--- config.mk ---
export PLATFORM = sky130hd
export DESIGN_NAME = smt_ctrl
export DESIGN_NICKNAME = d
export VERILOG_FILES = /design/src/sv/smt_pkg.sv /design/src/sv/smt_ctrl.sv
export SDC_FILE = /design/constraint.sdc
export NUM_CORES = 1
export LEC_CHECK = 0
export ABC_AREA = 0
export BUFFER_PORTS_ARGS = -buffer_cell sky130_fd_sc_hd__buf_4
export CORE_AREA = 2 2 39 41
export CTS_BUF_LIST = sky130_fd_sc_hd__clkbuf_16
export DETAILED_ROUTE_END_ITERATION = 12
export DIE_AREA = 0 0 41 43
export GPL_ROUTABILITY_DRIVEN = 0
export GPL_TIMING_DRIVEN = 0
export PLACE_DENSITY = 0.71
export SLEW_MARGIN = 5
export SYNTH_ARGS = -nofsm -noshare
export SYNTH_HDL_FRONTEND = slang
export SYNTH_SLANG_ARGS = --single-unit
--- constraint.sdc ---
create_clock -name clk -period 2.1 [get_ports clk]
set_input_delay 0.105 -clock clk [delete_from_list [all_inputs] [get_ports clk]]
set_output_delay 0.105 -clock clk [all_outputs]
set_load 0.05 [all_outputs]
--- src/sv/smt_pkg.sv ---
package smt_pkg;

	// widths of the stream payloads
	localparam int IN_TDATA_W  = 104;
	localparam int IN_TUSER_W  = 2;
	localparam int OUT_TDATA_W = 112;
	localparam int OUT_TUSER_W = 2;
	localparam int POS_W       = 6;
	localparam int CNT_OUT_W   = 7;

	// one stored descriptor, device id in the lowest bits
	typedef struct packed {
		logic [15:0] logic_id;
		logic [7:0]  local_dyn_id;
		logic [7:0]  sender_dyn_id;
		logic [31:0] msg_counter;
		logic [31:0] dev_id;
	} entry_t;

	typedef enum logic [1:0] {
		CMD_INSERT = 2'd0,
		CMD_REMOVE = 2'd1,
		CMD_READ   = 2'd2,
		CMD_NOP    = 2'd3
	} cmd_t;

	typedef enum logic [1:0] {
		STAT_OK      = 2'd0,
		STAT_FULL    = 2'd1,
		STAT_BAD_POS = 2'd2
	} status_t;

	typedef enum logic [2:0] {
		S_IDLE,
		S_INS_SCAN,
		S_INS_PUT,
		S_REM_MOVE,
		S_FINISH
	} state_t;

	// what the pending result reports
	typedef enum logic [2:0] {
		KIND_INS,
		KIND_FULL,
		KIND_BAD,
		KIND_POS,
		KIND_READ,
		KIND_NOP
	} kind_t;

	// table read address
	typedef enum logic [2:0] {
		RA_TOP,
		RA_POS,
		RA_POS1,
		RA_DEC,
		RA_INC2
	} rsel_t;

	// table write address and data
	typedef enum logic [1:0] {
		WS_RD_UP,
		WS_NEW_UP,
		WS_NEW_AT,
		WS_RD_AT
	} wsel_t;

	typedef struct packed {
		logic  load;
		logic  rd_en;
		rsel_t rd_sel;
		logic  wr_en;
		wsel_t wr_sel;
		logic  idx_inc;
		logic  idx_dec;
		logic  cnt_inc;
		logic  cnt_dec;
		logic  res_load;
		kind_t kind;
	} smt_ctl_t;

	typedef struct packed {
		cmd_t cmd;
		logic full;
		logic cnt_zero;
		logic pos_bad;
		logic pos_last;
		logic shift;
		logic idx_zero;
		logic rem_done;
		logic res_free;
	} smt_stat_t;

endpackage

--- src/sv/smt_ctrl.sv ---
module smt_ctrl import smt_pkg::*; (
	input  logic      clk,
	input  logic      arst_n,
	input  logic      in_valid,
	output logic      in_ready,
	input  smt_stat_t stat,
	output smt_ctl_t  ctl
);

	state_t state_q, state_d;
	kind_t  kind_q, kind_d;

	// state and result kind registers
	always_ff @(posedge clk or negedge arst_n) begin
		if (!arst_n) begin
			state_q <= S_IDLE;
			kind_q  <= KIND_NOP;
		end else begin
			state_q <= state_d;
			kind_q  <= kind_d;
		end
	end

	// next state and result kind
	always_comb begin
		state_d = state_q;
		kind_d  = kind_q;
		unique case (state_q)
			S_IDLE: begin
				if (in_valid) begin
					state_d = S_FINISH;
					unique case (stat.cmd)
						CMD_INSERT: begin
							kind_d = KIND_INS;
							if (stat.full) begin
								kind_d = KIND_FULL;
							end else if (stat.cnt_zero) begin
								state_d = S_INS_PUT;
							end else begin
								state_d = S_INS_SCAN;
							end
						end
						CMD_REMOVE: begin
							kind_d = KIND_POS;
							if (stat.pos_bad) begin
								kind_d = KIND_BAD;
							end else if (!stat.pos_last) begin
								state_d = S_REM_MOVE;
							end
						end
						CMD_READ: begin
							kind_d = stat.pos_bad ? KIND_BAD : KIND_READ;
						end
						CMD_NOP: begin
							kind_d = KIND_NOP;
						end
					endcase
				end
			end
			S_INS_SCAN: begin
				if (!stat.shift) begin
					state_d = S_FINISH;
				end else if (stat.idx_zero) begin
					state_d = S_INS_PUT;
				end
			end
			S_INS_PUT: begin
				state_d = S_FINISH;
			end
			S_REM_MOVE: begin
				if (stat.rem_done) begin
					state_d = S_FINISH;
				end
			end
			S_FINISH: begin
				if (stat.res_free) begin
					state_d = S_IDLE;
				end
			end
			default: begin
				state_d = S_IDLE;
			end
		endcase
	end

	// datapath commands
	always_comb begin
		ctl          = '0;
		ctl.rd_sel   = RA_TOP;
		ctl.wr_sel   = WS_RD_UP;
		ctl.kind     = kind_q;
		in_ready     = 1'b0;
		unique case (state_q)
			S_IDLE: begin
				in_ready = 1'b1;
				if (in_valid) begin
					ctl.load = 1'b1;
					unique case (stat.cmd)
						CMD_INSERT: begin
							if (!stat.full && !stat.cnt_zero) begin
								ctl.rd_en  = 1'b1;
								ctl.rd_sel = RA_TOP;
							end
						end
						CMD_REMOVE: begin
							if (!stat.pos_bad && stat.pos_last) begin
								ctl.cnt_dec = 1'b1;
							end else if (!stat.pos_bad) begin
								ctl.rd_en  = 1'b1;
								ctl.rd_sel = RA_POS1;
							end
						end
						CMD_READ: begin
							if (!stat.pos_bad) begin
								ctl.rd_en  = 1'b1;
								ctl.rd_sel = RA_POS;
							end
						end
						CMD_NOP: begin
							ctl.load = 1'b1;
						end
					endcase
				end
			end
			S_INS_SCAN: begin
				ctl.wr_en = 1'b1;
				if (stat.shift) begin
					ctl.wr_sel = WS_RD_UP;
					if (!stat.idx_zero) begin
						ctl.rd_en   = 1'b1;
						ctl.rd_sel  = RA_DEC;
						ctl.idx_dec = 1'b1;
					end
				end else begin
					ctl.wr_sel  = WS_NEW_UP;
					ctl.idx_inc = 1'b1;
					ctl.cnt_inc = 1'b1;
				end
			end
			S_INS_PUT: begin
				ctl.wr_en   = 1'b1;
				ctl.wr_sel  = WS_NEW_AT;
				ctl.cnt_inc = 1'b1;
			end
			S_REM_MOVE: begin
				ctl.wr_en   = 1'b1;
				ctl.wr_sel  = WS_RD_AT;
				ctl.idx_inc = 1'b1;
				if (stat.rem_done) begin
					ctl.cnt_dec = 1'b1;
				end else begin
					ctl.rd_en  = 1'b1;
					ctl.rd_sel = RA_INC2;
				end
			end
			S_FINISH: begin
				ctl.res_load = stat.res_free;
			end
			default: begin
				in_ready = 1'b0;
			end
		endcase
	end

endmodule

# Yosys cells after proc, flatten, opt, wreduce, memory -nomap -nowiden

Index checks and enable logic that the tools add are counted.

Flip-flop bits (word level): 6
Bits of input ports: 13
Output and inout bits: 17
Logic and storage cells: 63

Equal/unequal tests: 11
Muxes and demuxes: 41
Reduce and logical (&&, ||, !) cells: 9

Operators by type and width:

| cell                                                 | number |
|---|---|
| 2-to-1 mux 4 bit                                     | 7 |
| 2-to-1 mux 3 bit                                     | 9 |
| one-hot mux 4 bit (3 select lines)                   | 2 |
| one-hot mux 3 bit (5 select lines)                   | 1 |
| 2-to-1 mux 1 bit                                     | 14 |
| one-hot mux 3 bit (4 select lines)                   | 1 |
| one-hot mux 3 bit (3 select lines)                   | 1 |
| equality test 3 x 2 -> 1 bit (second input constant) | 2 |
| != test 2 bit (second input constant)                | 3 |
| one-hot mux 1 bit (2 select lines)                   | 3 |
| one-hot mux 3 bit (2 select lines)                   | 1 |
| 2-to-1 mux 5 bit                                     | 1 |
| equality test 2 bit (second input constant)          | 2 |
| AND reduction 4 bit                                  | 1 |
| equality test 3 x 1 -> 1 bit (second input constant) | 1 |
| equality test 3 bit (second input constant)          | 1 |
| logical NOT 1 bit                                    | 3 |
| logical NOT 3 bit                                    | 1 |
| != test 3 bit (second input constant)                | 1 |
| equality test 2 x 1 -> 1 bit (second input constant) | 1 |
| logical AND 1 bit                                    | 2 |
| logical NOT 2 bit                                    | 1 |
| 2-to-1 mux 2 bit                                     | 1 |
| AND reduction 2 bit                                  | 1 |

# Logic depth before layout (Yosys ltp)

Gate-level depths: netlist of the first run.

Depth in word-level cells: 6
Depth in mapped cells: 6

# Least setup slack after synthesis of the first run

OpenSTA, ideal clock, no wires.

Path kind: register -> output
Start: reg state_q[0]
End: out ctl[14] in the netlist's numbering
Arrival time: 2.230 ns
Required time: 1.995 ns
Setup slack: -0.235 ns
Stages on the path, launching flop included: 5
Cell sequence: dfrtp_1 -> buf_6 -> or4b_4 -> buf_6 -> o21ai_0

RTL lines:

| element                | line           | source |
|---|---|---|
| from (decl)            | smt_ctrl.sv:10 | `state_t state_q, state_d;` |
| from (signal assigned) | smt_ctrl.sv:19 | `state_q <= state_d;` |
| to (decl)              | smt_ctrl.sv:7  | `output smt_ctl_t ctl` |

==> impl_metrics.csv, run 1 <==
group,metric,value,unit
global_route,grt_first_pass_wirelength,2208,um
route,ant_nets,0,
final_layout,final_util,63.11,%
final_layout,final_common_cell,"buf_4",
route,drcViolationCount,0,
yosys,synth_compound_area_share,22.33,%
global_route,grt_pass1_vias,537,
min_path,min_path_type,"input port to flip-flop",
power_and_ir_drop,p_total,1.051,mW
critical_path,startpoint_type,"flip-flop",
timing,tns,0,ns
power_and_ir_drop,combinationalPowerShare,53.0,%
placed_design,portBuffers,29,
critical_path,required,2.00,ns
final_layout,fillers,131,
cts,htreeDepth,1,
route,wl_met3,41,um
timing,setup_ws,0.08051,ns
global_route,grt_start_max_net_pins,11,
cts,clockRootBuffer,"clkbuf_16",
critical_path,reg2reg_from,"state_q[0]",
cts,cts_buffers,3,
critical_path,cp_data_arrival_time,1.91,ns
final_layout,seq_area,152.6,sq um
yosys,synth.avg_cell_area,7.174,sq um
yosys,yosys.area_share.simple,36.74,%
floorplanning,die-area,1763,sq um
route,via_per_inst,4.960,
critical_path,end_kind,"output port",
power_and_ir_drop,internal-power,0.5989,mW
floorplanning,dieWidth,41,um
route,met1_length,578,um
critical_path,reg2reg_depth,5,
route,met2_length,686,um
yosys,ys_types,27,
cts,path_clk_slew,0.03,ns
yosys,synthesis.nets,88,
power_and_ir_drop,netSwitchingFraction,43.03,%
cts,clock_path_buffers,2,
route,drt-initial-drc-count,9,
yosys,synth-xor-area-share,0,%
power_and_ir_drop,p_clk_share,29.3,%
timing,period_minus_slack,2.019,ns
timing,rsz0062_at_grt,"no",
job,maxCapViolCount,0,
timing,hold_viol_final,0,
final_layout,final_cells,125,
final_layout,area_growth,62.33,%
route,highest_layer,"met4",
global_route,antenna_found_initial,0,
min_path,hold_path_startpoint,"stat[9]",
power_and_ir_drop,peakVddDrop,561.2,uV
route,wirelength,1322,um
route,num_vias,620,
yosys,synth-seq-cells,6,
timing,hold_ws,0.1358,ns
placed_design,hpwl,1035,um
power_and_ir_drop,power.switching,0.4524,mW
global_route,globalRouteOverflowTotal,0,
global_route,grt_util_all_layers,17.94,%
cts,postCtsSetupRepairBufs,0,
placed_design,dp_cells,120,
yosys,synth_area,538.0,sq um
route,dr.pass1.iters,4,
final_layout,drive_above_1_share,39.45,%
yosys,yosys_warnings,0,
final_layout,final_cell_mix,"buf_4, nand2_1, nor2_1, inv_1, o21ai_0",
min_path,holdPathEnd,"kind_q[2]",
final_layout,fin_area,873.3,sq um
cts,clk_latency,0.23,ns
yosys,synth.yosys.seq_area_share,28.37,%
yosys,netlist_instances,75,
cts,clock-sinks,6,
critical_path,worstReg2RegEnd,"kind_q[0]",
timing,drv_slew,0,
floorplanning,fp.coreArea,1384,sq um
floorplanning,die_y,43,um
timing,tightest_slew,0.4082,ns
final_layout,n_antenna_cell,0,
run_status,outcome,"completed",
timing,setup_viol,0,
timing,skew,0.001647,ns
power_and_ir_drop,power_density,1204,nW/um^2
timing,fin_crit_sh,96.17,%
placed_design,postPlaceCellArea,780.7,sq um
floorplanning,pin_count,30,
yosys,synth_mux_area_share,1.860,%
cts,cts_tree,"done",
critical_path,ff2ff_setup_slack,0.55,ns
floorplanning,fp-row-count,14,
timing,slew_headroom,72.79,%
yosys,synth_top_family_by_area,"simple AND/OR/NAND/NOR gates",
route,avgRoutedWirePerCell,10.58,um
timing,max_freq,495.2,MHz
final_layout,multiInputGateArea,332.8,sq um
power_and_ir_drop,total_leakage_power,0.4597,nW
min_path,min_path_cells,3,
final_layout,nNetsFinal,123,
placed_design,post-place-ws,0.2836,ns
critical_path,critPathMaxFanout,9,
power_and_ir_drop,power_frac_seq,17.7,%
yosys,yosys.area_share.adder,0,%
floorplanning,initial_utilization,38.88,%
critical_path,path_class,"flip-flop to output port",
## flip-flops by register name (all words and copies together) (netlist names)
| register | count |
|---|---|
| state_q | 3 |
| kind_q | 3 |
## Yosys cell counts
cell / n / area (sq um)
or2_2: 1 / 6.260
a21o_1: 2 / 15.01
nand2b_1: 1 / 6.260
nor3_1: 6 / 30.03
nand2_1: 9 / 33.78
nor2_2: 1 / 6.260
o21ai_2: 1 / 8.760
nor2_1: 8 / 30.03
o22ai_2: 1 / 12.51
nor3b_1: 2 / 15.01
dfrtp_1: 4 / 100.1
nand3_1: 2 / 10.01
a211o_1: 1 / 8.760
o311ai_0: 1 / 8.760
clkbuf_1: 1 / 3.750
buf_2: 1 / 5.000
or4b_4: 1 / 13.76
nand3b_1: 1 / 7.510
dfstp_2: 2 / 52.55
o22ai_1: 1 / 6.260
o21ai_0: 7 / 35.03
mux2i_1: 1 / 10.01
a21oi_1: 5 / 25.02
buf_6: 2 / 22.52
or2b_1: 1 / 7.510
nor2b_1: 5 / 31.28
inv_1: 7 / 26.28
## cell type report
type                       instances  area share [%]
tap                               16           2.292
timing repair buffer              30           26.50
buffer                             4           3.582
multi-input combinational         58           38.11
sequential                         6           17.48
inverter                           7           3.009
clock buffer                       3           8.596
clock inverter                     1          0.4298
## cells by family (layout without fill, tap and decap cells)
family | after synthesis | in the layout
simple gates | 38 | 38
compound gates | 19 | 19
buf+inv | 11 | 45
flops | 6 | 6
mux | 1 | 1
## critical path, stage by stage, from the launching register on
cell	delay (ns)
dfrtp_1	0.36
buf_6	0.14
or4b_4	0.51
buf_6	0.15
nor2_2	0.09
nand2_1	0.11
o21ai_2	0.13
buf_4	0.20
## timing repair
action / 4_1_cts / 5_1_grt
hold endpoints to repair: 6 / 0
hold buffers: 1 / 0
setup endpoints to repair: 0 / 1
gates resized for setup: 0 / 1
## per-layer routing
metal / vias to the layer above / global-route usage (%)
met5: - / 0
met4: 0 / 8.000
met3: 2 / 1.571
met2: 12 / 28.75
met1: 285 / 23.13
li1: 321 / -
## worst max-delay path by stage
| stage | end | slack (ns) | start |
|---|---|---|---|
| global route | ctl[12] | 0.003 | state_q[2] |
| detailed placement | ctl[4] | 0.28 | state_q[2] |
| floorplan | ctl[14] | 0.15 | state_q[0] |
| CTS | ctl[4] | 0.04 | state_q[0] |
| finish | ctl[12] | 0.08 | state_q[0] |
| global placement | ctl[4] | 0.31 | state_q[2] |
## power groups by stage
| stage | Combinational (mW) | Clock [mW] | Sequential (mW) |
|---|---|---|---|
| after floorplan | 0.307 | 0 | 0.286 |
| after global placement | 0.555 | 0 | 0.186 |
| after detailed placement | 0.554 | 0 | 0.188 |
| after CTS | 0.559 | 0.314 | 0.187 |
| after global routing | 0.599 | 0.325 | 0.192 |
| final | 0.557 | 0.308 | 0.186 |
Note: power is estimated with default switching activity, not from simulation.
==> inputs of run 2 (changes only) <==
--- a/config.mk
+++ b/config.mk
@@ -14,6 +14,7 @@
 export GPL_ROUTABILITY_DRIVEN = 0
 export GPL_TIMING_DRIVEN = 0
 export PLACE_DENSITY = 0.71
+export RECOVER_POWER = 25
 export SLEW_MARGIN = 5
 export SYNTH_ARGS = -nofsm -noshare
 export SYNTH_HDL_FRONTEND = slang
==> run 2 against run 1 <==
Effect of this change: cell area decreased by 0.43%; worst hold slack unchanged; via count unchanged; wire length decreased by 0.23%; core utilization decreased by 0.27 points; cell count unchanged; maximum frequency about the same; critical endpoint unchanged.
==> impl_metrics.csv, run 2 (same netlist as run 1, synthesis figures left out) <==
group,metric,value,unit
floorplanning,pin_count,30,
timing,tns,0,ns
cts,htreeDepth,1,
critical_path,startpoint_type,"flip-flop",
critical_path,cpMostUsedCell,"buf_6",
final_layout,fin_area,869.6,sq um
cts,clk_latency,0.23,ns
cts,cts_buffers,3,
final_layout,final_cell_mix,"buf_4, nand2_1, nor2_1, inv_1, o21ai_0",
timing,drv_slew,0,
critical_path,slowest_stage,"or4b_4",
power_and_ir_drop,p_clk_share,29.3,%
final_layout,final_cells,125,
power_and_ir_drop,power.switching,0.4522,mW
min_path,min_path_cells,3,
floorplanning,fp.coreArea,1384,sq um
route,drt-initial-drc-count,9,
timing,rsz0062_at_grt,"no",
cts,cts_tree,"done",
global_route,grt_pass1_vias,537,
floorplanning,die-area,1763,sq um
power_and_ir_drop,peakVddDrop,561.2,uV
global_route,globalRouteOverflowTotal,0,
floorplanning,fp-row-count,14,
critical_path,reg2reg_depth,5,
floorplanning,dieWidth,41,um
route,dr.pass1.iters,4,
min_path,min_path_type,"input port to flip-flop",
global_route,antenna_found_initial,0,
critical_path,path_class,"flip-flop to output port",
final_layout,drive_above_1_share,38.53,%
critical_path,critPathMaxFanout,9,
power_and_ir_drop,internal-power,0.5981,mW
global_route,grt_util_all_layers,17.94,%
final_layout,reg.largest.list,"kind_q: 3 flops, state_q: 3 flops",
floorplanning,die_y,43,um
route,avgRoutedWirePerCell,10.55,um
timing,tightest_slew,0.4082,ns
final_layout,final_common_cell,"buf_4",
timing,skew,0.001647,ns
global_route,grt_first_pass_wirelength,2208,um
job,maxCapViolCount,0,
critical_path,end_kind,"output port",
global_route,grt_start_max_net_pins,11,
cts,clock_path_buffers,2,
placed_design,portBuffers,29,
floorplanning,initial_utilization,38.88,%
placed_design,postPlaceCellArea,780.7,sq um
critical_path,crit_buf_inv,3,
route,wirelength,1319,um
power_and_ir_drop,power_frac_seq,17.7,%
critical_path,cp_data_arrival_time,1.91,ns
timing,setup_viol,0,
critical_path,crit_chain,"buf_6 > or4b_4 > buf_6 > nor2_2 > nand2_1 > o21ai_2 > buf_4",
timing,hold_viol_final,0,
final_layout,area_growth,61.63,%
run_status,outcome,"completed",
route,drcViolationCount,0,
critical_path,required,2.00,ns
timing,max_freq,495.2,MHz
cts,clockRootBuffer,"clkbuf_16",
route,num_vias,620,
power_and_ir_drop,combinationalPowerShare,52.9,%
timing,period_minus_slack,2.019,ns
power_and_ir_drop,total_leakage_power,0.4560,nW
final_layout,fillers,133,
final_layout,n_antenna_cell,0,
placed_design,dp_cells,120,
route,ant_nets,0,
cts,path_clk_slew,0.03,ns
timing,slew_headroom,72.79,%
route,via_per_inst,4.960,
timing,fin_crit_sh,96.17,%
critical_path,cp_top_family,"simple AND/OR/NAND/NOR gates",
power_and_ir_drop,power_density,1208,nW/um^2
power_and_ir_drop,netSwitchingFraction,43.06,%
placed_design,hpwl,1035,um
critical_path,slowest_delay,0.51,ns
final_layout,nNetsFinal,123,
critical_path,path_depth,7,
cts,clock-sinks,6,
[run 2: cell count changes in the layout (fill, tap and decap cells not counted)]
cell and delta:
clkbuf_1 +1, buf_4 -1
[run 2: metrics by stage]
stage / util (%) / hold WS [ns] / setup WS [ns] / power, mW
floorplan: - / -0.1906 / 0.1469 / 0.5929
detailed placement: 56.42 / -0.08633 / 0.2836 / 0.7421
finish: 62.84 / 0.1358 / 0.08053 / 1.050
global placement: 56.42 / -0.08828 / 0.3146 / 0.7410
global route: 62.84 / 0.1744 / 0.002667 / 1.115
CTS: 62.84 / 0.1329 / 0.03625 / 1.060
[run 2: worst min-delay path, delay by kind of cell]
family          cells  cell delay (ns)
compound gates      2             0.13
buf+inv             1             0.12
[run 2: timing repair]
item / 4_1_cts / 5_1_grt
hold buffers: 1 / 0
buffers inserted: 0 / 0
gates resized for setup: 0 / 1
endpoints found under the hold margin: 6 / 0
endpoints found under the setup margin: 0 / 1
[run 2: area by class of cell]
class                           instances  area, sq um  share of cell area, %
Multi-Input combinational cell         58        332.8                  38.27
Timing Repair Buffer                   30        227.7                  26.19
Sequential cell                         6        152.6                  17.55
Clock buffer                            3        75.07                  8.633
Buffer                                  4        31.28                  3.597
Inverter                                7        26.28                  3.022
Tap cell                               16        20.02                  2.302
Clock inverter                          1        3.754                 0.4317
[run 2: metal layers]
metal | vias to the layer above | part of all wire, % | global-route usage (%)
met4 | 0 | 1.1 | 8.000
li1 | 321 | - | -
met2 | 12 | 52 | 28.75
met5 | - | 0 | 0
met1 | 285 | 44 | 23.13
met3 | 2 | 3.1 | 1.571
[run 2: worst paths after layout]
check                           start  slack, ns          to
setup / recovery           state_q[0]       0.08     ctl[12]
hold / removal                stat[9]       0.14   kind_q[2]
setup reg to reg           state_q[0]       0.55   kind_q[0]
hold reg to reg             kind_q[0]       0.46   kind_q[0]
max in group asynchronous      arst_n       1.54   kind_q[2]
min in group asynchronous      arst_n       0.27  state_q[0]
[run 2: power groups by stage]
stage | Sequential, mW | Combinational (mW) | Clock [mW]
2_1_floorplan | 0.286 | 0.307 | 0
3_3_place_gp | 0.186 | 0.555 | 0
3_5_place_dp | 0.188 | 0.554 | 0
4_1_cts | 0.187 | 0.559 | 0.314
5_1_grt | 0.192 | 0.598 | 0.325
6_report | 0.186 | 0.556 | 0.308
